## src/sv/stp_pkg.sv

```systemverilog
// shared types and constants of the trapezoidal stepper profile block
package stp_pkg;

  localparam int unsigned VEL_W     = 18;
  localparam int unsigned ACC_W     = 22;
  localparam int unsigned CNT_W     = 32;
  localparam int unsigned CFG_IDX_W = 2;
  localparam int unsigned CFG_DAT_W = 22;
  localparam int unsigned OUT_DLY_W = 10;
  localparam int unsigned NUM_W     = 40;
  localparam int unsigned PROD_W    = CNT_W + ACC_W;
  localparam int unsigned DEN_W     = PROD_W + 1;
  localparam int unsigned ROOT_W    = NUM_W / 2;

  localparam logic [CFG_IDX_W-1:0] CFG_MAX_VELOCITY = 2'd0;
  localparam logic [CFG_IDX_W-1:0] CFG_ACCELERATION = 2'd1;

  localparam logic [VEL_W-1:0] RST_MAX_VELOCITY = 18'd1600;
  localparam logic [ACC_W-1:0] RST_ACCELERATION = 22'd16000;

  localparam int unsigned START_DELAY    = 10;
  localparam int unsigned ZERO_VEL_DELAY = 1000;

  localparam logic [NUM_W-1:0] ONE_E12 = 40'd1000000000000;
  localparam logic [NUM_W-1:0] ONE_E6  = 40'd1000000;

  typedef struct packed {
    logic               op;
    logic signed [31:0] target_steps;
  } stp_in_t;

  typedef struct packed {
    logic                 step_level;
    logic                 dir_level;
    logic [9:0]           next_delay_us;
    logic signed [31:0]   position_steps;
    logic                 moving;
  } stp_out_t;

  typedef struct packed {
    logic cap_in;
    logic start_load;
    logic acc_div_go;
    logic acc_split;
    logic tick_edge;
    logic zero_level;
    logic tick_finish;
    logic mul_load;
    logic ramp_div_go;
    logic coast_div_go;
    logic sqrt_go;
    logic delay_from_sqrt;
    logic delay_from_div;
    logic delay_zero_vel;
    logic emit;
  } stp_cmd_t;

  typedef struct packed {
    logic op;
    logic idle;
    logic phase;
    logic last;
    logic in_accel;
    logic in_coast;
    logic v_zero;
    logic x_zero;
    logic div_done;
    logic sqrt_done;
  } stp_sts_t;

endpackage

```

## src/sv/stepper_trapezoid_profile_top.sv

```systemverilog
// top level of the trapezoidal stepper profile generator
//
// in_* carries one item per valid/ready handshake: a start (op 0) with an
// absolute target, or a step timer expiry (op 1). Each item gives exactly
// one item on out_*: step pin level, direction pin, the next timer delay in
// microseconds, the position and the moving flag.
// cfg_we writes max_velocity (index 0) or acceleration (index 1); other
// indexes are ignored. Write only while the block is idle.
// From accept to result register, a start runs the divide for the
// accelerate count. A timer item on the phase-low edge of a step, or while
// idle, goes straight to the result; on the phase-high edge a ramp step
// runs a multiply, a divide and a square root, a coast step a divide,
// and the last step of a move none of these. Items are worked one at a
// time; the next item can be taken in the cycle after the result
// register loads.
// The result sits in an output register, so a new item is taken while the
// previous result waits; when the receiver stalls, a finished result waits
// in the controller until the output register frees.
// Reset (synchronous, rst_n low) sets position 0, idle, positive direction,
// delay 1000 and the register defaults 1600 and 16000.
module stepper_trapezoid_profile_top import stp_pkg::*; #(
  parameter int unsigned POSITION_BITS = 32,
  parameter int unsigned MAX_DELAY_US  = 1000
) (
  input  logic                 clk,
  input  logic                 rst_n,
  input  logic                 in_valid,
  output logic                 in_ready,
  input  stp_in_t              in_data,
  output logic                 out_valid,
  input  logic                 out_ready,
  output stp_out_t             out_data,
  input  logic                 cfg_we,
  input  logic [CFG_IDX_W-1:0] cfg_index,
  input  logic [CFG_DAT_W-1:0] cfg_wdata
);

  stp_cmd_t cmd;
  stp_sts_t sts;

  stp_ctrl u_ctrl (
    .clk       (clk),
    .rst_n     (rst_n),
    .in_valid  (in_valid),
    .in_ready  (in_ready),
    .out_valid (out_valid),
    .out_ready (out_ready),
    .sts       (sts),
    .cmd       (cmd)
  );

  stp_dp #(
    .POSITION_BITS (POSITION_BITS),
    .MAX_DELAY_US  (MAX_DELAY_US)
  ) u_dp (
    .clk       (clk),
    .rst_n     (rst_n),
    .cfg_we    (cfg_we),
    .cfg_index (cfg_index),
    .cfg_wdata (cfg_wdata),
    .in_data   (in_data),
    .cmd       (cmd),
    .sts       (sts),
    .out_data  (out_data)
  );

endmodule

```

## src/sv/stp_div.sv

```systemverilog
// iterative restoring divider, one quotient bit per cycle
module stp_div import stp_pkg::*; (
  input  logic             clk,
  input  logic             rst_n,
  input  logic             go,
  input  logic [NUM_W-1:0] num,
  input  logic [DEN_W-1:0] den,
  output logic             done,
  output logic [NUM_W-1:0] quo
);

  localparam int unsigned IT_W = $clog2(NUM_W + 1);

  logic             busy_r, done_r;
  logic [IT_W-1:0]  cnt_r;
  logic [NUM_W-1:0] num_r;
  logic [DEN_W-1:0] den_r, rem_r;
  logic [DEN_W:0]   sh, diff;
  logic             qbit;

  assign sh   = {rem_r, num_r[NUM_W-1]};
  assign diff = sh - {1'b0, den_r};
  assign qbit = ~diff[DEN_W];

  always_ff @(posedge clk) begin
    if (!rst_n) begin
      busy_r <= 1'b0;
      done_r <= 1'b0;
      cnt_r  <= '0;
    end else begin
      done_r <= 1'b0;
      if (go) begin
        busy_r <= 1'b1;
        cnt_r  <= IT_W'(NUM_W - 1);
      end else if (busy_r) begin
        if (cnt_r == '0) begin
          busy_r <= 1'b0;
          done_r <= 1'b1;
        end else begin
          cnt_r <= cnt_r - 1'b1;
        end
      end
    end
  end

  always_ff @(posedge clk) begin
    if (go) begin
      num_r <= num;
      den_r <= den;
      rem_r <= '0;
    end else if (busy_r) begin
      num_r <= {num_r[NUM_W-2:0], qbit};
      rem_r <= qbit ? diff[DEN_W-1:0] : sh[DEN_W-1:0];
    end
  end

  assign done = done_r;
  assign quo  = num_r;

endmodule

```

## src/sv/stp_sqrt.sv

```systemverilog
// iterative integer square root, one root bit per cycle
module stp_sqrt import stp_pkg::*; (
  input  logic              clk,
  input  logic              rst_n,
  input  logic              go,
  input  logic [NUM_W-1:0]  x,
  output logic              done,
  output logic [ROOT_W-1:0] root
);

  localparam int unsigned IT_W = $clog2(ROOT_W + 1);

  logic              busy_r, done_r;
  logic [IT_W-1:0]   cnt_r;
  logic [NUM_W-1:0]  x_r;
  logic [ROOT_W:0]   rem_r;
  logic [ROOT_W-1:0] root_r;
  logic [ROOT_W+2:0] sh, trial, diff;
  logic              ge;

  assign sh    = {rem_r, x_r[NUM_W-1 -: 2]};
  assign trial = {1'b0, root_r, 2'b01};
  assign ge    = sh >= trial;
  assign diff  = sh - trial;

  always_ff @(posedge clk) begin
    if (!rst_n) begin
      busy_r <= 1'b0;
      done_r <= 1'b0;
      cnt_r  <= '0;
    end else begin
      done_r <= 1'b0;
      if (go) begin
        busy_r <= 1'b1;
        cnt_r  <= IT_W'(ROOT_W - 1);
      end else if (busy_r) begin
        if (cnt_r == '0) begin
          busy_r <= 1'b0;
          done_r <= 1'b1;
        end else begin
          cnt_r <= cnt_r - 1'b1;
        end
      end
    end
  end

  always_ff @(posedge clk) begin
    if (go) begin
      x_r    <= x;
      rem_r  <= '0;
      root_r <= '0;
    end else if (busy_r) begin
      x_r    <= {x_r[NUM_W-3:0], 2'b00};
      rem_r  <= ge ? diff[ROOT_W:0] : sh[ROOT_W:0];
      root_r <= {root_r[ROOT_W-2:0], ge};
    end
  end

  assign done = done_r;
  assign root = root_r;

endmodule

```

## src/sv/stp_dp.sv

```systemverilog
// datapath: profile registers, step counters, multiplier, divider and square root
module stp_dp import stp_pkg::*; #(
  parameter int unsigned POSITION_BITS = 32,
  parameter int unsigned MAX_DELAY_US  = 1000
) (
  input  logic                 clk,
  input  logic                 rst_n,
  input  logic                 cfg_we,
  input  logic [CFG_IDX_W-1:0] cfg_index,
  input  logic [CFG_DAT_W-1:0] cfg_wdata,
  input  stp_in_t              in_data,
  input  stp_cmd_t             cmd,
  output stp_sts_t             sts,
  output stp_out_t             out_data
);

  localparam int unsigned DLY_MAX =
    (MAX_DELAY_US > ZERO_VEL_DELAY) ? MAX_DELAY_US : ZERO_VEL_DELAY;
  localparam int unsigned DLY_W = $clog2(DLY_MAX + 1);
  localparam int unsigned WID   = ((POSITION_BITS > 32) ? POSITION_BITS : 32) + 2;
  localparam int unsigned ZV_DLY =
    (ZERO_VEL_DELAY > MAX_DELAY_US) ? MAX_DELAY_US : ZERO_VEL_DELAY;

  logic [VEL_W-1:0]         max_vel_r;
  logic [ACC_W-1:0]         accel_r;
  stp_in_t                  in_r;
  logic [POSITION_BITS-1:0] pos_r;
  logic                     phase_r, dirneg_r, level_r;
  logic [CNT_W-1:0]         total_r, accelc_r, coast_r, done_r;
  logic [DLY_W-1:0]         delay_r;
  logic [DEN_W-1:0]         x_r;
  stp_out_t                 out_r;

  logic [WID-1:0]    tgt_x, pos_x, delta, mag;
  logic              neg;
  logic [CNT_W-1:0]  span;
  logic [35:0]       vsq;
  logic [36:0]       vv_sum;
  logic [CNT_W-1:0]  acc_sat;
  logic [CNT_W:0]    two_acc;
  logic [CNT_W:0]    a_end;
  logic [CNT_W-1:0]  steps;
  logic [PROD_W-1:0] prod;
  logic              div_go, div_done, sqrt_done;
  logic [NUM_W-1:0]  div_num, quo;
  logic [DEN_W-1:0]  div_den;
  logic [ROOT_W-1:0] root;

  function automatic logic [DLY_W-1:0] cap_delay(input logic [NUM_W-1:0] v);
    cap_delay = (v > NUM_W'(MAX_DELAY_US)) ? DLY_W'(MAX_DELAY_US) : DLY_W'(v);
  endfunction

  // start move
  assign tgt_x = {{(WID-32){in_r.target_steps[31]}}, in_r.target_steps};
  assign pos_x = {{(WID-POSITION_BITS){pos_r[POSITION_BITS-1]}}, pos_r};
  assign delta = tgt_x - pos_x;
  assign neg   = delta[WID-1];
  assign mag   = neg ? (~delta + 1'b1) : delta;
  assign span  = (|mag[WID-1:CNT_W]) ? '1 : mag[CNT_W-1:0];

  assign vsq     = max_vel_r * max_vel_r;
  assign vv_sum  = 37'(vsq) + 37'(accel_r);
  assign acc_sat = ((accel_r == '0) || (|quo[NUM_W-1:CNT_W])) ? '1 : quo[CNT_W-1:0];
  assign two_acc = {acc_sat, 1'b0};

  // step region
  assign a_end = {1'b0, accelc_r} + {1'b0, coast_r};
  assign steps = (done_r < accelc_r) ? done_r : (total_r - done_r);
  assign prod  = steps * accel_r;

  always_comb begin
    div_go  = cmd.acc_div_go | cmd.ramp_div_go | cmd.coast_div_go;
    div_num = ONE_E6;
    div_den = DEN_W'(max_vel_r);
    if (cmd.acc_div_go) begin
      div_num = NUM_W'(vv_sum);
      div_den = DEN_W'({accel_r, 1'b0});
    end else if (cmd.ramp_div_go) begin
      div_num = ONE_E12;
      div_den = x_r;
    end
  end

  stp_div u_div (
    .clk   (clk),
    .rst_n (rst_n),
    .go    (div_go),
    .num   (div_num),
    .den   (div_den),
    .done  (div_done),
    .quo   (quo)
  );

  stp_sqrt u_sqrt (
    .clk   (clk),
    .rst_n (rst_n),
    .go    (cmd.sqrt_go),
    .x     (quo),
    .done  (sqrt_done),
    .root  (root)
  );

  always_ff @(posedge clk) begin
    if (!rst_n) begin
      max_vel_r <= RST_MAX_VELOCITY;
      accel_r   <= RST_ACCELERATION;
      pos_r     <= '0;
      phase_r   <= 1'b0;
      dirneg_r  <= 1'b0;
      total_r   <= '0;
      accelc_r  <= '0;
      coast_r   <= '0;
      done_r    <= '0;
      delay_r   <= DLY_W'(ZERO_VEL_DELAY);
      level_r   <= 1'b0;
    end else begin
      if (cfg_we) begin
        unique case (cfg_index)
          CFG_MAX_VELOCITY: max_vel_r <= cfg_wdata[VEL_W-1:0];
          CFG_ACCELERATION: accel_r   <= cfg_wdata[ACC_W-1:0];
          default: ;
        endcase
      end
      if (cmd.start_load) begin
        dirneg_r <= neg;
        total_r  <= span;
        done_r   <= '0;
        delay_r  <= DLY_W'(START_DELAY);
        level_r  <= 1'b0;
      end
      if (cmd.acc_split) begin
        if (two_acc > {1'b0, total_r}) begin
          accelc_r <= total_r >> 1;
          coast_r  <= '0;
        end else begin
          accelc_r <= acc_sat;
          coast_r  <= total_r - two_acc[CNT_W-1:0];
        end
      end
      if (cmd.zero_level) begin
        level_r <= 1'b0;
      end
      if (cmd.tick_edge) begin
        level_r <= phase_r;
        phase_r <= ~phase_r;
        if (phase_r) begin
          done_r <= done_r + 1'b1;
          pos_r  <= dirneg_r ? (pos_r - 1'b1) : (pos_r + 1'b1);
        end
      end
      if (cmd.tick_finish) begin
        done_r  <= '0;
        total_r <= '0;
      end
      if (cmd.delay_zero_vel) begin
        delay_r <= DLY_W'(ZV_DLY);
      end
      if (cmd.delay_from_div) begin
        delay_r <= cap_delay(quo);
      end
      if (cmd.delay_from_sqrt) begin
        delay_r <= cap_delay(NUM_W'(root));
      end
    end
  end

  always_ff @(posedge clk) begin
    if (cmd.cap_in) begin
      in_r <= in_data;
    end
    if (cmd.mul_load) begin
      x_r <= {prod, 1'b0};
    end
    if (cmd.emit) begin
      out_r.step_level     <= level_r;
      out_r.dir_level      <= ~dirneg_r;
      out_r.next_delay_us  <= OUT_DLY_W'(delay_r);
      out_r.position_steps <= 32'(pos_r);
      out_r.moving         <= total_r != '0;
    end
  end

  always_comb begin
    sts.op        = in_r.op;
    sts.idle      = total_r == '0;
    sts.phase     = phase_r;
    sts.last      = done_r == total_r;
    sts.in_accel  = done_r < accelc_r;
    sts.in_coast  = {1'b0, done_r} < a_end;
    sts.v_zero    = max_vel_r == '0;
    sts.x_zero    = x_r == '0;
    sts.div_done  = div_done;
    sts.sqrt_done = sqrt_done;
  end

  assign out_data = out_r;

endmodule

```

## src/sv/stp_ctrl.sv

```systemverilog
// controller: sequences one item at a time through the datapath
module stp_ctrl import stp_pkg::*; (
  input  logic     clk,
  input  logic     rst_n,
  input  logic     in_valid,
  output logic     in_ready,
  output logic     out_valid,
  input  logic     out_ready,
  input  stp_sts_t sts,
  output stp_cmd_t cmd
);

  typedef enum logic [3:0] {
    S_IDLE,
    S_DECODE,
    S_START,
    S_ACC_WAIT,
    S_REGION,
    S_MUL,
    S_RAMP_WAIT,
    S_SQRT_WAIT,
    S_COAST_WAIT,
    S_EMIT
  } state_t;

  state_t state_r, state_nxt;
  logic   out_valid_r, out_valid_nxt;
  logic   out_free;

  assign in_ready  = state_r == S_IDLE;
  assign out_valid = out_valid_r;
  assign out_free  = ~out_valid_r | out_ready;

  always_comb begin
    state_nxt = state_r;
    cmd       = '0;
    unique case (state_r)
      S_IDLE: begin
        if (in_valid) begin
          cmd.cap_in = 1'b1;
          state_nxt  = S_DECODE;
        end
      end
      S_DECODE: begin
        if (!sts.op) begin
          cmd.start_load = 1'b1;
          state_nxt      = S_START;
        end else if (sts.idle) begin
          cmd.zero_level = 1'b1;
          state_nxt      = S_EMIT;
        end else begin
          cmd.tick_edge = 1'b1;
          state_nxt     = sts.phase ? S_REGION : S_EMIT;
        end
      end
      S_START: begin
        cmd.acc_div_go = 1'b1;
        state_nxt      = S_ACC_WAIT;
      end
      S_ACC_WAIT: begin
        if (sts.div_done) begin
          cmd.acc_split = 1'b1;
          state_nxt     = S_EMIT;
        end
      end
      S_REGION: begin
        if (sts.last) begin
          cmd.tick_finish = 1'b1;
          state_nxt       = S_EMIT;
        end else if (sts.in_accel || !sts.in_coast) begin
          cmd.mul_load = 1'b1;
          state_nxt    = S_MUL;
        end else if (sts.v_zero) begin
          cmd.delay_zero_vel = 1'b1;
          state_nxt          = S_EMIT;
        end else begin
          cmd.coast_div_go = 1'b1;
          state_nxt        = S_COAST_WAIT;
        end
      end
      S_MUL: begin
        if (sts.x_zero) begin
          cmd.delay_zero_vel = 1'b1;
          state_nxt          = S_EMIT;
        end else begin
          cmd.ramp_div_go = 1'b1;
          state_nxt       = S_RAMP_WAIT;
        end
      end
      S_RAMP_WAIT: begin
        if (sts.div_done) begin
          cmd.sqrt_go = 1'b1;
          state_nxt   = S_SQRT_WAIT;
        end
      end
      S_SQRT_WAIT: begin
        if (sts.sqrt_done) begin
          cmd.delay_from_sqrt = 1'b1;
          state_nxt           = S_EMIT;
        end
      end
      S_COAST_WAIT: begin
        if (sts.div_done) begin
          cmd.delay_from_div = 1'b1;
          state_nxt          = S_EMIT;
        end
      end
      S_EMIT: begin
        if (out_free) begin
          cmd.emit  = 1'b1;
          state_nxt = S_IDLE;
        end
      end
      default: state_nxt = S_IDLE;
    endcase
  end

  always_comb begin
    out_valid_nxt = out_valid_r & ~out_ready;
    if (cmd.emit) begin
      out_valid_nxt = 1'b1;
    end
  end

  always_ff @(posedge clk) begin
    if (!rst_n) begin
      state_r     <= S_IDLE;
      out_valid_r <= 1'b0;
    end else begin
      state_r     <= state_nxt;
      out_valid_r <= out_valid_nxt;
    end
  end

endmodule
```

## config.mk

```make
export PLATFORM = sky130hd
export DESIGN_NAME = stepper_trapezoid_profile_top
export DESIGN_NICKNAME = d
export VERILOG_FILES = /design/src/sv/stp_pkg.sv /design/src/sv/stepper_trapezoid_profile_top.sv /design/src/sv/stp_div.sv /design/src/sv/stp_sqrt.sv /design/src/sv/stp_dp.sv /design/src/sv/stp_ctrl.sv
export SDC_FILE = /design/constraint.sdc
export NUM_CORES = 2
export LEC_CHECK = 0
export ABC_CLOCK_PERIOD_IN_PS = 10000
export BUFFER_PORTS_ARGS = -buffer_cell sky130_fd_sc_hd__buf_4
export CORE_MARGIN = 1
export CORE_UTILIZATION = 55
export DETAILED_ROUTE_END_ITERATION = 16
export PLACE_DENSITY = 0.74
export SYNTH_ARGS = -nofsm -noshare
export SYNTH_HDL_FRONTEND = slang
export SYNTH_SLANG_ARGS = --single-unit
```

## constraint.sdc

```tcl
create_clock -name clk -period 10 [get_ports clk]
set_input_delay 1 -clock clk [delete_from_list [all_inputs] [get_ports clk]]
set_output_delay 1 -clock clk [all_outputs]
set_load 0.05 [all_outputs]
```

==> qor.yml <==
grt:
  gr_util_all_layers_pct: 32.25
  overflow: 0
  grt_start_max_net_pins: 84
  wire_length_of_the_first_global_routing_pass_um: 327100
  antenna_found_initial: 6
  first_global_vias: 57410
placement:
  placed_cells_incl_taps: 9498
  detailedPlacementHpwl_um: 163200
  portBuffers: 108
  place_congestion: 0.9728
  placement.cell_area_um2: 73530
yosys:
  postSynth.asyncResetShare_pct: 0
  post_synthesis_net_count: 9454
  synth_cell_type_count: 89
  yosys_warning_total: 0
  synth_cells: 7939
  ys_ff_latch: 596
  synth.top_cells.by_area: "sky130_fd_sc_hd__fa_1, sky130_fd_sc_hd__edfxtp_1, sky130_fd_sc_hd__ha_1"
  synth-seq-area-share_pct: 20.72
  predominant_post_synthesis_flop_cell: "sky130_fd_sc_hd__dfxtp_1"
  mappedNetlistArea_um2: 70490
  count_of_flip_flops_with_a_built_in_enable_after_synthesis: 267
  yosys_top_cell_area_share_pct: 23.83
  synth_largest_area_cell: "sky130_fd_sc_hd__fa_1"
  syn-mean-instance-area_um2: 8.879
final_layout:
  count_of_non_filler_cells_in_the_finished_layout: 9640
  post-route-util_pct: 60.28
  syn2layout_area_growth_pct: 8.069
  most_common_cell_after_layout_fill_and_taps_aside: "sky130_fd_sc_hd__inv_1"
  most_used_cells_in_the_layout_excluding_fill_and_tap_cells: "sky130_fd_sc_hd__inv_1, sky130_fd_sc_hd__nand2_1, sky130_fd_sc_hd__fa_1"
  post-route-cell-area_um2: 76180
  nets: 9445
  num-fill-cells: 10860
  drive_above_1_share_pct: 7.311
critical_path:
  critical_path.startpoint_type: "flip-flop"
  worst_path_largest_cell_delay_ns: 0.67
  worst-setup-path-type: "reg2reg"
  path_max_fanout: 21
  critical_path.n_buffers_inverters: 7
  crit_arrival_ns: 10.17
  critical_path_required_ns: 10.41
  crit_path_top_delay_cell: "sky130_fd_sc_hd__o21ai_2"
  worst_setup_path_startpoint: "u_dp.accelc_r[9]$_SDFFE_PN0P_"
  timing.rr.start: "u_dp.accelc_r[9]$_SDFFE_PN0P_"
  critical_path_endpoint_category: "flip-flop"
  cp_top_family: "adder cells"
  crit_top_cell: "sky130_fd_sc_hd__fa_1"
route:
  routed_wire_length_per_instance_um: 21.69
  vias: 57760
  finalWirelength_um: 209100
  drt_first_pass_iters: 8
  drt-vias-per-instance: 5.992
  drt_iter0_markers: 5779
  drt_drc: 0
  antenna_violating_nets_post_route: 0
sta:
  period_share_pct: 97.54
  worst_pin_slew_ns: 1.337
  drv_slew: 0
  hold_violations: 0
  final.setup_skew_ns: 0.04881
  clock.fmax_mhz: 102.5
  timing.final.setup_violations: 0
  finalWorstPathRequiredPeriod_ns: 9.754
  max-slew-margin-rel_pct: 9.863
cts:
  clock_path_buffers: 3
  cts.sink_count: 596
  clk_lat_worst_skew_ns: 0.69
  tritoncts: "done"
  clock-root-buffer: "sky130_fd_sc_hd__clkbuf_16"
  number_of_cts_inserted_buffers: 71
  clock_tree.htree_level_count: 3
  hold_buffers: 0
  clk_pin_slew_worst_paths_ns: 0.06
floorplan:
  die_y_um: 360.0
  initial_utilization_pct: 55.78
  rows: 130
  area_of_the_placeable_core_um2: 126400
  die_width_um: 360.0
  fp.dieArea_um2: 129600
  floorplan.io_pins: 109
flow_run:
  max-cap-violations: 0
min_path:
  min_path_type: "reg2reg"
  min-delay-start: "u_dp.level_r$_SDFFE_PN0P_"
run_status:
  outcome: "finished, final reports clean"
-- per-layer routing --
metal	up-vias	GRT usage (%)	part of all wire, %
li1	26240	-	-
met4	4	12.47	4.1
met3	434	5.193	8.5
met5	-	0	0.011
met1	28690	44.88	42
met2	2400	50.43	45
-- flip-flops by register name, summed over array words and instances (netlist names), 20 cells and up --
signal             count
u_dp.done_r           32
u_dp.u_sqrt.rem_r     21
u_dp.u_div.quo        40
u_dp.u_sqrt.root      20
u_dp.total_r          32
u_dp.accelc_r         32
u_dp.x_r              54
u_dp.accel_r          22
u_dp.u_div.rem_r      55
u_dp.pos_r            32
u_dp.coast_r          32
u_dp.in_r             32
u_dp.out_data         45
u_dp.u_sqrt.x_r       40
u_dp.u_div.den_r      55
-- synth_stat cells (15+ instances only) --
cell type	n
sky130_fd_sc_hd__inv_1	1164
sky130_fd_sc_hd__xor2_1	111
sky130_fd_sc_hd__nor2b_1	70
sky130_fd_sc_hd__buf_1	15
sky130_fd_sc_hd__o21a_1	58
sky130_fd_sc_hd__edfxtp_1	267
sky130_fd_sc_hd__a21boi_0	83
sky130_fd_sc_hd__o31ai_1	19
sky130_fd_sc_hd__or2_2	43
sky130_fd_sc_hd__a21oi_1	372
sky130_fd_sc_hd__a21o_1	162
sky130_fd_sc_hd__a22oi_1	36
sky130_fd_sc_hd__a221oi_2	31
sky130_fd_sc_hd__nor3_1	59
sky130_fd_sc_hd__dfxtp_1	329
sky130_fd_sc_hd__a211o_1	21
sky130_fd_sc_hd__nor4_1	64
sky130_fd_sc_hd__ha_1	614
sky130_fd_sc_hd__and3_1	39
sky130_fd_sc_hd__nand2b_1	54
sky130_fd_sc_hd__nand2_1	1034
sky130_fd_sc_hd__o21ai_0	290
sky130_fd_sc_hd__or3_1	36
sky130_fd_sc_hd__nand4_1	60
sky130_fd_sc_hd__buf_2	18
sky130_fd_sc_hd__and2_1	437
sky130_fd_sc_hd__a211oi_1	52
sky130_fd_sc_hd__o211ai_1	66
sky130_fd_sc_hd__o21bai_1	47
sky130_fd_sc_hd__nand3_1	152
sky130_fd_sc_hd__o211a_1	39
sky130_fd_sc_hd__clkbuf_1	344
sky130_fd_sc_hd__xnor2_1	206
sky130_fd_sc_hd__nor2_1	318
sky130_fd_sc_hd__mux2i_1	83
sky130_fd_sc_hd__fa_1	839
sky130_fd_sc_hd__a31oi_1	62
-- logic make-up after synthesis --
| logic type | synth area share (%) |
|---|---|
| buf+inv | 8.285 |
| xor+xnor | 3.939 |
| flops | 20.72 |
| compound gates | 14.40 |
| simple gates | 16.63 |
| mux | 1.306 |
| fa+ha+maj | 34.72 |
-- worst register-to-register path: cells and delay by family (launching register included) --
kind / cells / cell delay, ns
compound gates: 10 / 2.57
buf+inv: 7 / 1.05
simple gates: 5 / 1.32
fa+ha+maj: 9 / 4.11
flops: 1 / 0.41
-- final cells by class --
class                   instances  area [µm²]  area share [%]
flip-flops and latches        596       14620           19.19
clock inverters                32       426.7          0.5601
inverters                    1164        4369           5.735
repair buffers                298        2328           3.057
diodes                          2       5.005        0.006570
clock buffers                  99        1986           2.607
multi-input cells            5799       50380           66.14
well taps                    1650        2064           2.710
-- metrics by stage --
step | TNS, ns | hold slack [ns] | worst slack, ns
2_1_floorplan | 0 | 0.4030 | 0.3098
3_3_place_gp | 0 | 0.4180 | 0.1514
3_5_place_dp | -0.004610 | 0.4213 | -0.004610
4_1_cts | 0 | 0.4308 | 0.04568
5_1_grt | -0.2215 | 0.4417 | -0.08321
6_report | 0 | 0.4282 | 0.2464
-- final timing paths --
kind         cells past startpoint                          end  slack (ns)
min reg2reg                      0  u_dp.out_data[44]$_DFFE_PP_        0.43
min                              0  u_dp.out_data[44]$_DFFE_PP_        0.43
max reg2reg                     31       u_dp.x_r[50]$_DFFE_PP_        0.25
max                             31       u_dp.x_r[50]$_DFFE_PP_        0.25
-- what timing repair did --
item,in CTS,in global routing
pin swaps,0,16
endpoints found under the setup margin,4,26
setup buffers,0,9
resized for setup,3,44
hold endpoints to repair,0,0
Power is not shown: default switching activity piles up to over one toggle a cycle in this logic, so the estimate is an artifact.
